## src/sv/bks_pkg.sv

```systemverilog
// ----------------------------------------------------------------------------
// bks_pkg: shared types and codes of the bounded key set
// Request modes, result status codes and the control word that the top level
// broadcasts along the row of key cells.
// ----------------------------------------------------------------------------
package bks_pkg;

    // Width of one key held in a cell.
    localparam int KEY_W = 32;

    // Request modes.
    localparam logic [1:0] MODE_ADD    = 2'd0;
    localparam logic [1:0] MODE_REMOVE = 2'd1;
    localparam logic [1:0] MODE_QUERY  = 2'd2;
    localparam logic [1:0] MODE_CLEAR  = 2'd3;

    // Result status codes.
    localparam logic [1:0] ST_OK      = 2'd0;
    localparam logic [1:0] ST_PRESENT = 2'd1;
    localparam logic [1:0] ST_FULL    = 2'd2;
    localparam logic [1:0] ST_MISSING = 2'd3;

    typedef logic [KEY_W-1:0] key_t;

    // Update command broadcast to every cell in the execute cycle.
    typedef struct packed {
        logic add_en;   // write the request key into the tail cell
        logic rem_en;   // cells from the matching one onwards take their neighbour's key
    } bks_ctrl_t;

endpackage

```

## src/sv/bks_cell.sv

```systemverilog
// ----------------------------------------------------------------------------
// bks_cell: one slot of the key set
// Holds a single key, compares it with the request key, and on a removal
// takes the key of its upper neighbour so that the row stays packed.
// ----------------------------------------------------------------------------
module bks_cell
    import bks_pkg::*;
#(
    parameter int IDX = 0,
    parameter int CW  = 6
)
(
    input  logic          clk,
    input  key_t          req_key,
    input  logic [CW-1:0] count,
    input  bks_ctrl_t     ctrl,
    input  key_t          neighbour_key,
    input  logic          seen_in,
    output logic          seen_out,
    output key_t          held_key
);

    key_t key_reg;
    key_t key_next;
    logic occupied;
    logic match;
    logic is_tail;

    // The cell is in use when its index lies below the entry count.
    assign occupied = (count > CW'(IDX));
    assign is_tail  = (count == CW'(IDX));
    assign match    = occupied && (key_reg == req_key);

    // The match flag ripples up the row; every cell above a match shifts down.
    assign seen_out = seen_in | match;
    assign held_key = key_reg;

    // Next key: append at the tail, or close the gap left by a removal.
    always_comb
    begin
        key_next = key_reg;
        if (ctrl.add_en && is_tail)
        begin
            key_next = req_key;
        end
        else if (ctrl.rem_en && seen_out)
        begin
            key_next = neighbour_key;
        end
    end

    always_ff @(posedge clk)
    begin
        key_reg <= key_next;
    end

endmodule

```

## src/sv/bounded_key_set.sv

```systemverilog
// ----------------------------------------------------------------------------
// bounded_key_set: set of up to CAPACITY 32-bit keys
// Top level: request capture, the row of key cells, the entry count and the
// result register.
// ----------------------------------------------------------------------------
// Each request (add, remove, query or clear) is first captured; then every
// cell compares its key with the request at once and the row is updated. A
// new item is not taken while a request is in flight, and a stalled result
// holds the input side off. Keys are kept packed in cells 0 to count-1; a
// removal closes the gap by shifting the cells above the match down by one,
// so the order of the held keys may differ from a swap-with-last scheme, but
// every result is the same. entries_held shows the count in its low six bits.
module bounded_key_set
    import bks_pkg::*;
#(
    parameter int CAPACITY = 32
)
(
    input  logic        clk,
    input  logic        rst_n,
    input  logic        in_valid,
    output logic        in_stall,
    input  logic [1:0]  mode,
    input  logic [31:0] key,
    output logic        out_valid,
    input  logic        out_stall,
    output logic [1:0]  status,
    output logic        member,
    output logic [5:0]  entries_held
);

    localparam int CW = $clog2(CAPACITY + 1);

    logic          busy_reg;
    logic [1:0]    mode_reg;
    key_t          req_key_reg;
    logic [CW-1:0] count_reg;
    logic [CW-1:0] count_next;
    logic          out_valid_reg;
    logic [1:0]    status_reg;
    logic [1:0]    status_next;
    logic          member_reg;
    logic [5:0]    held_reg;

    logic          accept;
    logic          hit;
    logic          full;
    bks_ctrl_t     ctrl;
    logic [CAPACITY:0] seen;
    key_t          cell_key [CAPACITY];

    // An item is taken only when no request is in flight and the result slot
    // is free or being emptied.
    assign in_stall = busy_reg | (out_valid_reg & out_stall);
    assign accept   = in_valid & ~in_stall;

    // Row of cells; the match flag ripples from cell 0 upwards.
    assign seen[0] = 1'b0;
    generate
        for (genvar i = 0; i < CAPACITY; i++)
        begin : g_cell
            key_t nb_key;
            if (i == CAPACITY - 1)
            begin : g_top
                assign nb_key = cell_key[i];
            end
            else
            begin : g_mid
                assign nb_key = cell_key[i+1];
            end

            bks_cell #(
                .IDX (i),
                .CW  (CW)
            ) u_cell (
                .clk           (clk),
                .req_key       (req_key_reg),
                .count         (count_reg),
                .ctrl          (ctrl),
                .neighbour_key (nb_key),
                .seen_in       (seen[i]),
                .seen_out      (seen[i+1]),
                .held_key      (cell_key[i])
            );
        end
    endgenerate

    assign hit  = seen[CAPACITY];
    assign full = (count_reg >= CW'(CAPACITY));

    // Decode the request into a row command, the new count and the status.
    always_comb
    begin
        ctrl        = '0;
        count_next  = count_reg;
        status_next = ST_OK;
        if (busy_reg)
        begin
            case (mode_reg)
                MODE_ADD:
                begin
                    if (hit)
                    begin
                        status_next = ST_PRESENT;
                    end
                    else if (full)
                    begin
                        status_next = ST_FULL;
                    end
                    else
                    begin
                        ctrl.add_en = 1'b1;
                        count_next  = count_reg + CW'(1);
                    end
                end
                MODE_REMOVE:
                begin
                    if (hit)
                    begin
                        ctrl.rem_en = 1'b1;
                        count_next  = count_reg - CW'(1);
                    end
                    else
                    begin
                        status_next = ST_MISSING;
                    end
                end
                MODE_QUERY:
                begin
                    status_next = hit ? ST_OK : ST_MISSING;
                end
                default:
                begin
                    count_next = '0;
                end
            endcase
        end
    end

    // Request capture and entry count.
    always_ff @(posedge clk or negedge rst_n)
    begin
        if (!rst_n)
        begin
            busy_reg  <= 1'b0;
            count_reg <= '0;
        end
        else
        begin
            busy_reg  <= accept;
            count_reg <= count_next;
        end
    end

    always_ff @(posedge clk)
    begin
        if (accept)
        begin
            mode_reg    <= mode;
            req_key_reg <= key;
        end
    end

    // Result register: loaded at the end of the execute cycle, held while stalled.
    always_ff @(posedge clk or negedge rst_n)
    begin
        if (!rst_n)
        begin
            out_valid_reg <= 1'b0;
        end
        else if (busy_reg)
        begin
            out_valid_reg <= 1'b1;
        end
        else if (!out_stall)
        begin
            out_valid_reg <= 1'b0;
        end
    end

    always_ff @(posedge clk)
    begin
        if (busy_reg)
        begin
            status_reg <= status_next;
            member_reg <= hit;
            held_reg   <= 6'(count_next);
        end
    end

    assign out_valid    = out_valid_reg;
    assign status       = status_reg;
    assign member       = member_reg;
    assign entries_held = held_reg;

    // The count never exceeds the capacity.
    a_count_bound: assert property (@(posedge clk) disable iff (!rst_n)
        count_reg <= CW'(CAPACITY))
        else $error("entry count above capacity");

    // A request in flight always finds the result slot empty.
    a_slot_free: assert property (@(posedge clk) disable iff (!rst_n)
        busy_reg |-> !out_valid_reg)
        else $error("result slot occupied during execute");

    // Every executed request yields a result in the next cycle.
    a_result: assert property (@(posedge clk) disable iff (!rst_n)
        busy_reg |=> out_valid_reg)
        else $error("executed request produced no result");

    // A full report only when the table really is full.
    a_full: assert property (@(posedge clk) disable iff (!rst_n)
        (busy_reg && status_next == ST_FULL) |-> (count_reg == CW'(CAPACITY)))
        else $error("full reported below capacity");

endmodule
```

## config.mk

```make
export PLATFORM = sky130hd
export DESIGN_NAME = bounded_key_set
export DESIGN_NICKNAME = d
export VERILOG_FILES = /design/src/sv/bks_pkg.sv /design/src/sv/bks_cell.sv /design/src/sv/bounded_key_set.sv
export SDC_FILE = /design/constraint.sdc
export NUM_CORES = 2
export LEC_CHECK = 0
export BUFFER_PORTS_ARGS = -buffer_cell sky130_fd_sc_hd__buf_2
export CAP_MARGIN = 20
export CORE_UTILIZATION = 25
export CTS_BUF_LIST = sky130_fd_sc_hd__clkbuf_4
export DETAILED_ROUTE_END_ITERATION = 10
export PLACE_DENSITY = 0.41
export SYNTH_ARGS = -nofsm -noshare
export SYNTH_HDL_FRONTEND = slang
export SYNTH_SLANG_ARGS = --single-unit
```

## constraint.sdc

```tcl
create_clock -name clk -period 7.4 [get_ports clk]
set_clock_uncertainty 0.15 [all_clocks]
set_input_delay 0 -clock clk [delete_from_list [all_inputs] [get_ports clk]]
set_output_delay 0 -clock clk [all_outputs]
set_load 0.05 [all_outputs]
```

## After elaboration in Yosys (flattened, before gate mapping)

Cells that the tools add are included.

| word-level totals | value |
|---|---|
| bits of input ports | 38 |
| bits in registers | 1075 |
| output and inout port bits | 11 |

| cells by class | value |
|---|---|
| mux-type cells | 79 |
| add/sub/neg operators | 2 |
| magnitude comparators | 33 |
| reductions and logical operators | 129 |
| eq/ne operators | 66 |
| bitwise gates (word level) | 35 |

Operator list:

| cell | number |
|---|---|
| $mux 32 | 62 |
| $eq 32x32->1 | 32 |
| $eq 6x5->1 const B | 16 |
| $gt 6x5->1 const B | 16 |
| $logic_and 1x1->1 | 95 |
| $reduce_bool 2->1 | 31 |
| $eq 6x4->1 const B | 8 |
| $gt 6x4->1 const B | 8 |
| $or 1x1->1 | 32 |
| $eq 6x3->1 const B | 4 |
| $gt 6x3->1 const B | 4 |
| $mux 6 | 4 |
| $pmux 6 s3 | 1 |
| $eq 6x2->1 const B | 2 |
| $gt 6x1->1 const B | 2 |
| $gt 6x2->1 const B | 2 |
| $mux 2 | 4 |
| $mux 1 | 7 |
| $add 6x1->6 const B | 1 |
| $eq 6x1->1 const B | 1 |
| $ge 6x6->1 const B | 1 |
| $logic_not 6->1 | 1 |
| $sub 6x1->6 const B | 1 |
| $pmux 2 s2 | 1 |
| 7 further kinds | 8 |

## Logic depth before layout (Yosys ltp)

| logic depth | value |
|---|---|
| word-level depth | 39 |
| depth in mapped cells | 16 |

## Modules after synthesis

Synthesis repeated with hierarchy kept, for this count alone.

| unflattened totals | value |
|---|---|
| cells, all modules | 3925 |
| area total of the unflattened synthesis | 59889.9 µm² |

By module, submodules not included:

| module | cells an instance | times used | area each (µm²) | seq. area each (µm²) |
|---|---|---|---|---|
| bks_cell at g_cell[18].u_cell ... | 119 | 2 | 1898.1 | 960.9 |
| bks_cell at g_cell[11].u_cell ... | 119 | 2 | 1770.4 | 960.9 |
| bks_cell at g_cell[16].u_cell ... | 119 | 2 | 1766.7 | 960.9 |
| bounded_key_set | 134 | 1 | 2075.7 | 1491.4 |
| bks_cell at g_cell[17].u_cell | 118 | 1 | 1904.3 | 960.9 |
| bks_cell at g_cell[3].u_cell | 117 | 1 | 1898.1 | 960.9 |
| bks_cell at g_cell[12].u_cell | 119 | 1 | 1891.8 | 960.9 |
| bks_cell at g_cell[0].u_cell | 120 | 1 | 1888.1 | 960.9 |
| bks_cell at g_cell[27].u_cell | 119 | 1 | 1884.3 | 960.9 |
| bks_cell at g_cell[4].u_cell | 119 | 1 | 1883.1 | 960.9 |
| bks_cell at g_cell[20].u_cell | 117 | 1 | 1881.8 | 960.9 |
| bks_cell at g_cell[29].u_cell | 116 | 1 | 1875.5 | 960.9 |
| bks_cell at g_cell[9].u_cell | 119 | 1 | 1791.7 | 960.9 |
| bks_cell at g_cell[10].u_cell | 118 | 1 | 1783.0 | 960.9 |
| 16 more rows | - | - | - | - |

## Least setup slack after synthesis

No wires, ideal clock.

| timing path | value |
|---|---|
| kind | register -> register |
| start point | reg count_reg[1] |
| end point | reg g_cell[0].u_cell.key_reg[0], enable pin |
| stages on the path, launching flop included | 15 |
| data arrival time | 5.333 ns |
| setup slack | 1.451 ns |
| path through | dfrtp_1 -> clkbuf_1 -> inv_1 -> ha_1 -> nor2_1 -> o2111ai_1 -> or4_1 -> nor3_1 -> nor4_1 -> and3_1 -> and3_1 -> nand2_1 -> nand2_1 -> clkbuf_1 -> o21ai_0 |

| between the ends | value |
|---|---|
| cells in the longest elaborated chain, start to end | 38 |
| elaborated cells between the ends (all ways) | 106 |
| classes of those cells | order compare (33); mux (6); bitwise (31); reduce/logical (36) |

RTL lines:

| item | line | RTL |
|---|---|---|
| start, declared | bounded_key_set.sv:37 | `logic [CW-1:0] count_reg;` |
| start signal, assigned | bounded_key_set.sv:151 | `count_reg <= count_next;` |
| $gt 6x1->1 | bks_cell.sv:30 | `assign occupied = (count > CW'(IDX));` |
| $logic_and 1x1->1 | bks_cell.sv:32 | `assign match = occupied && (key_reg == req_key);` |
| $or 1x1->1 (31 in a row) | bks_cell.sv:35 | `assign seen_out = seen_in \| match;` |
| $mux 1 (on tied branches) | bounded_key_set.sv:118, bounded_key_set.sv:102 |  |
| $mux 1 | bounded_key_set.sv:99 | `case (mode_reg)` |
| $mux 2 | bounded_key_set.sv:97 | `if (busy_reg)` |
| $logic_and 1x1->1 (on tied branches) | bks_cell.sv:46, bks_cell.sv:42 |  |
| $reduce_bool 2->1 (no source line) * | - |  |
| end signal, assigned | bks_cell.sv:54 | `key_reg <= key_next;` |
| end, declared | bks_cell.sv:23 | `key_t key_reg;` |

Every way passes the cells marked *; elsewhere a longest branch is shown, timed or not.
A chain may end at the register's enable or synchronous reset.

## Worst setup path in the final report

| timing path | value |
|---|---|
| start point | reg req_key_reg[10] |
| end point | reg g_cell[4].u_cell.key_reg[19], enable pin |

| between the ends | value |
|---|---|
| cells in the longest elaborated chain, start to end | 38 |
| elaborated cells between the ends (all ways) | 103 |
| classes of those cells | eq/ne (32); mux (5); bitwise (31); reduce/logical (35) |

RTL lines:

| item | line | RTL |
|---|---|---|
| start, declared | bounded_key_set.sv:36 | `key_t req_key_reg;` |
| start signal, assigned | bounded_key_set.sv:160 | `req_key_reg <= key;` |
| $eq 32x32->1 | bks_cell.sv:32 |  |
| $logic_and 1x1->1 | bks_cell.sv:32 |  |
| $or 1x1->1 (31 in a row) | bks_cell.sv:35 |  |
| $mux 1 (on tied branches) | bounded_key_set.sv:118, bounded_key_set.sv:102 |  |
| $mux 1 | bounded_key_set.sv:99 |  |
| $mux 2 | bounded_key_set.sv:97 |  |
| $logic_and 1x1->1 (on tied branches) | bks_cell.sv:46, bks_cell.sv:42 |  |
| $reduce_bool 2->1 (no source line) * | - |  |
| end signal, assigned | bks_cell.sv:54 |  |
| end, declared | bks_cell.sv:23 |  |

Marks and branches as above.

==> results.md <==
- Status: completed
- Most frequent cell after synthesis: edfxtp_1
- Post-CTS sizing: 0
- Vias per std cell: 4.51
- CP Cell Sequence: buf_4 > xor2_1 > nor4_1 > nand3_1 > nor4_1 > nor4_1 > and3_1 > and3_1 > nand2_1 > nand2_2 > o21ai_2 > buf_4
- Final Cycle Share: 80.5%
- Placed standard-cell area: 62900 µm²
- Filler instances: 23900
- Die width: 488 µm
- Initial Utilization: 25.3%
- Fin Hold WS: 0.154 ns
- Final Non-Filler Cells: 7846
- Max reg flops: 1024
- Clock root cell: clkbuf_4
- Routed wire length: 199 mm
- Hold Vio Cnt, Final: 0
- Leakage: 22.2 nW
- Iter 0 DRT Violations: 2220
- Syn Std Cell Area: 58900 µm²
- Number of port buffers: 48
- Ratio of cells with drive above 1 in the final layout: 37.4%
- Boundary pin count: 49
- Detailed Routing Iterations Pass 1: 6
- NumNets Final: 4537
- Post-synth ARST share: 0.744%
- Fin Setup TNS: 0 ns
- Final setup viols: 0
- Setup WS post-layout: 1.45 ns
- Slowest cell delay on critical path: 1.03 ns
- Grt total ovfl: 0
- Syn_nets: 4208
- Area grow syn2layout: 15.4%
- CTS buffer count: 349
- Worst path buffer plus inverter count: 2
- Postcts setup bufs: 0
- Largest area contributor in the netlist: edfxtp_1
- Synth Flop Type: edfxtp_1
- CP endpoint kind: flip-flop
- Max transition margin: 26.4%
- Slew Viols, Final: 0
- Yosys reg bits: 1075
- GPL Wtd Cong: 0.815
- H-tree levels: 5
- Row count: 177
- Initial antenna violation count: 7
- Top-area cell type share of the netlist area: 54.4%
- Register Area: 32200 µm²
- RSZ-0062 raised after global routing: no
- Synth Warn #: 0
- Residual DRC: 0
- Power Density: 202 nW/µm²
- HPWL after DPL: 138 mm
- Clock latency on the worst-skew pair: 1.37 ns
- DIE AREA: 238000 µm²
- CP arrival: 6.77 ns
- Critical Path RT: 8.22 ns
- Fin crit period: 5.95 ns
- Vias: 35400
- Cells after synthesis: 4161
- CP max stage cell: edfxtp_1
- Commonest cells post-synth: edfxtp_1, mux2_2, xnor2_1, xor2_1, nand4_1
- Pin count of the biggest net entering global routing: 65
- Antenna-violating nets left: 0
- Synth Area per Inst: 14.2 µm²
- CTS sink count: 1075
- Worst Tran Pin Value: 1.10 ns
- Hold Path Class: input pin to async pin
- Die Y: 488 µm
- Post-synth EDFFs: 1067
- Maxcap violations: 0
- Total Routing Usage GR: 16.6%
- CP most frequent cell: nor4_1
- Multi-input logic area: 24700 µm²
- WL/cell: 25.4 µm
- Clock slew seen by the registers of the worst setup and hold paths: 0.06 ns
- VDD IR max: 0.129 mV
- Yosys cell types: 71
- First-pass GRT wire length: 285 mm
- Core area: 233000 µm²
- CP top delay family: simple AND/OR/NAND/NOR gates
- Number of global-route vias before repair: 37700
- Crit path launch type: flip-flop
- Worst-path fanout max: 27
- CTS tree: built
- Post-Place Setup Slack: 1.37 ns
- CP Class: flip-flop to flip-flop
- Max Freq: 0.168 GHz
- Clock Tree Buf Depth: 4
- Fin area: 68000 µm²
- Synth area leaders: edfxtp_1, mux2_2, xnor2_1
- Placed insts: 7160
- Register area share after synthesis: 54.7%
cell usage in the layout (no fill, tap or decap), drive strengths merged, types with 13 or more instances in the layout:
cell type    count
dlygate4sd3    110
diode           13
a21oi           14
clkinv          62
nand4          162
inv             22
xor2           495
edfxtp        1067
nor4           145
buf            225
clkbuf         492
nand2           55
mux2           994
nor2            34
nor3            50
o21ai           24
and3            27
nand3           47
xnor2          528
power breakdown:
| group | leakage, nW | total (mW) | switching [mW] | internal, mW |
|---|---|---|---|---|
| Sequential | 9.72 | 6.72 | 0.0740 | 6.64 |
| Clock | 2.43 | 5.91 | 2.83 | 3.08 |
| Combinational | 10.0 | 1.10 | 0.715 | 0.384 |
| Total | 22.2 | 13.7 | 3.62 | 10.1 |
worst min-delay path: cells and delay by family:
family | cells | cell delay [ns]
buffers and inverters | 4 | 2.13
metal layers:
| metal | vias up | global-route usage (%) | routed length (µm) |
|---|---|---|---|
| li1 | 16300 | - | - |
| met1 | 17900 | 22.0 | 90800 |
| met2 | 811 | 27.6 | 95600 |
| met3 | 331 | 2.85 | 7660 |
| met4 | 0 | 5.07 | 5030 |
| met5 | - | 0 | 0 |
layout make-up:
class	count	share of cell area (%)
clock inverter	70	0.475
tap	3132	5.76
multi-input combinational	2713	36.3
antenna	13	0.0478
timing repair buffer	335	4.46
clock buffer	492	5.43
sequential	1075	47.4
inverter	16	0.0883
repair_timing:
action,CTS,global route
hold buffers,110,0
setup endpoints to repair,0,0
hold endpoints to repair,78,0
cell families after synthesis:
family,count (synthesis),share of synthesized area [%]
buf+inv,373,3.60
flops,1075,54.7
xor+xnor,1023,15.2
compound gates,99,1.14
simple gates,585,6.06
fa+ha+maj,9,0.191
mux,997,19.1
path summary, 6_finish.rpt:
kind	startpoint	to	slack [ns]	cells after the start
worst max register to register	req_key_reg[10]	g_cell[4].u_cell.held_key[19]	1.45	12
worst min register to register	g_cell[8].u_cell.held_key[6]	g_cell[7].u_cell.held_key[6]	0.41	1
worst min-delay path	rst_n	count_reg[5]	0.15	4
min in group clk	key[28]	req_key_reg[28]	0.30	4
max in group asynchronous	rst_n	count_reg[5]	6.48	4
worst max-delay path	req_key_reg[10]	g_cell[4].u_cell.held_key[19]	1.45	12
stage by stage:
stage,power [mW],util (%)
floorplan,7.47,-
global placement,7.92,26.9
detailed placement,7.92,26.9
CTS,14.0,29.1
global route,14.4,29.1
finish,13.7,29.1
No activity file was read; power rests on OpenSTA's default activity.
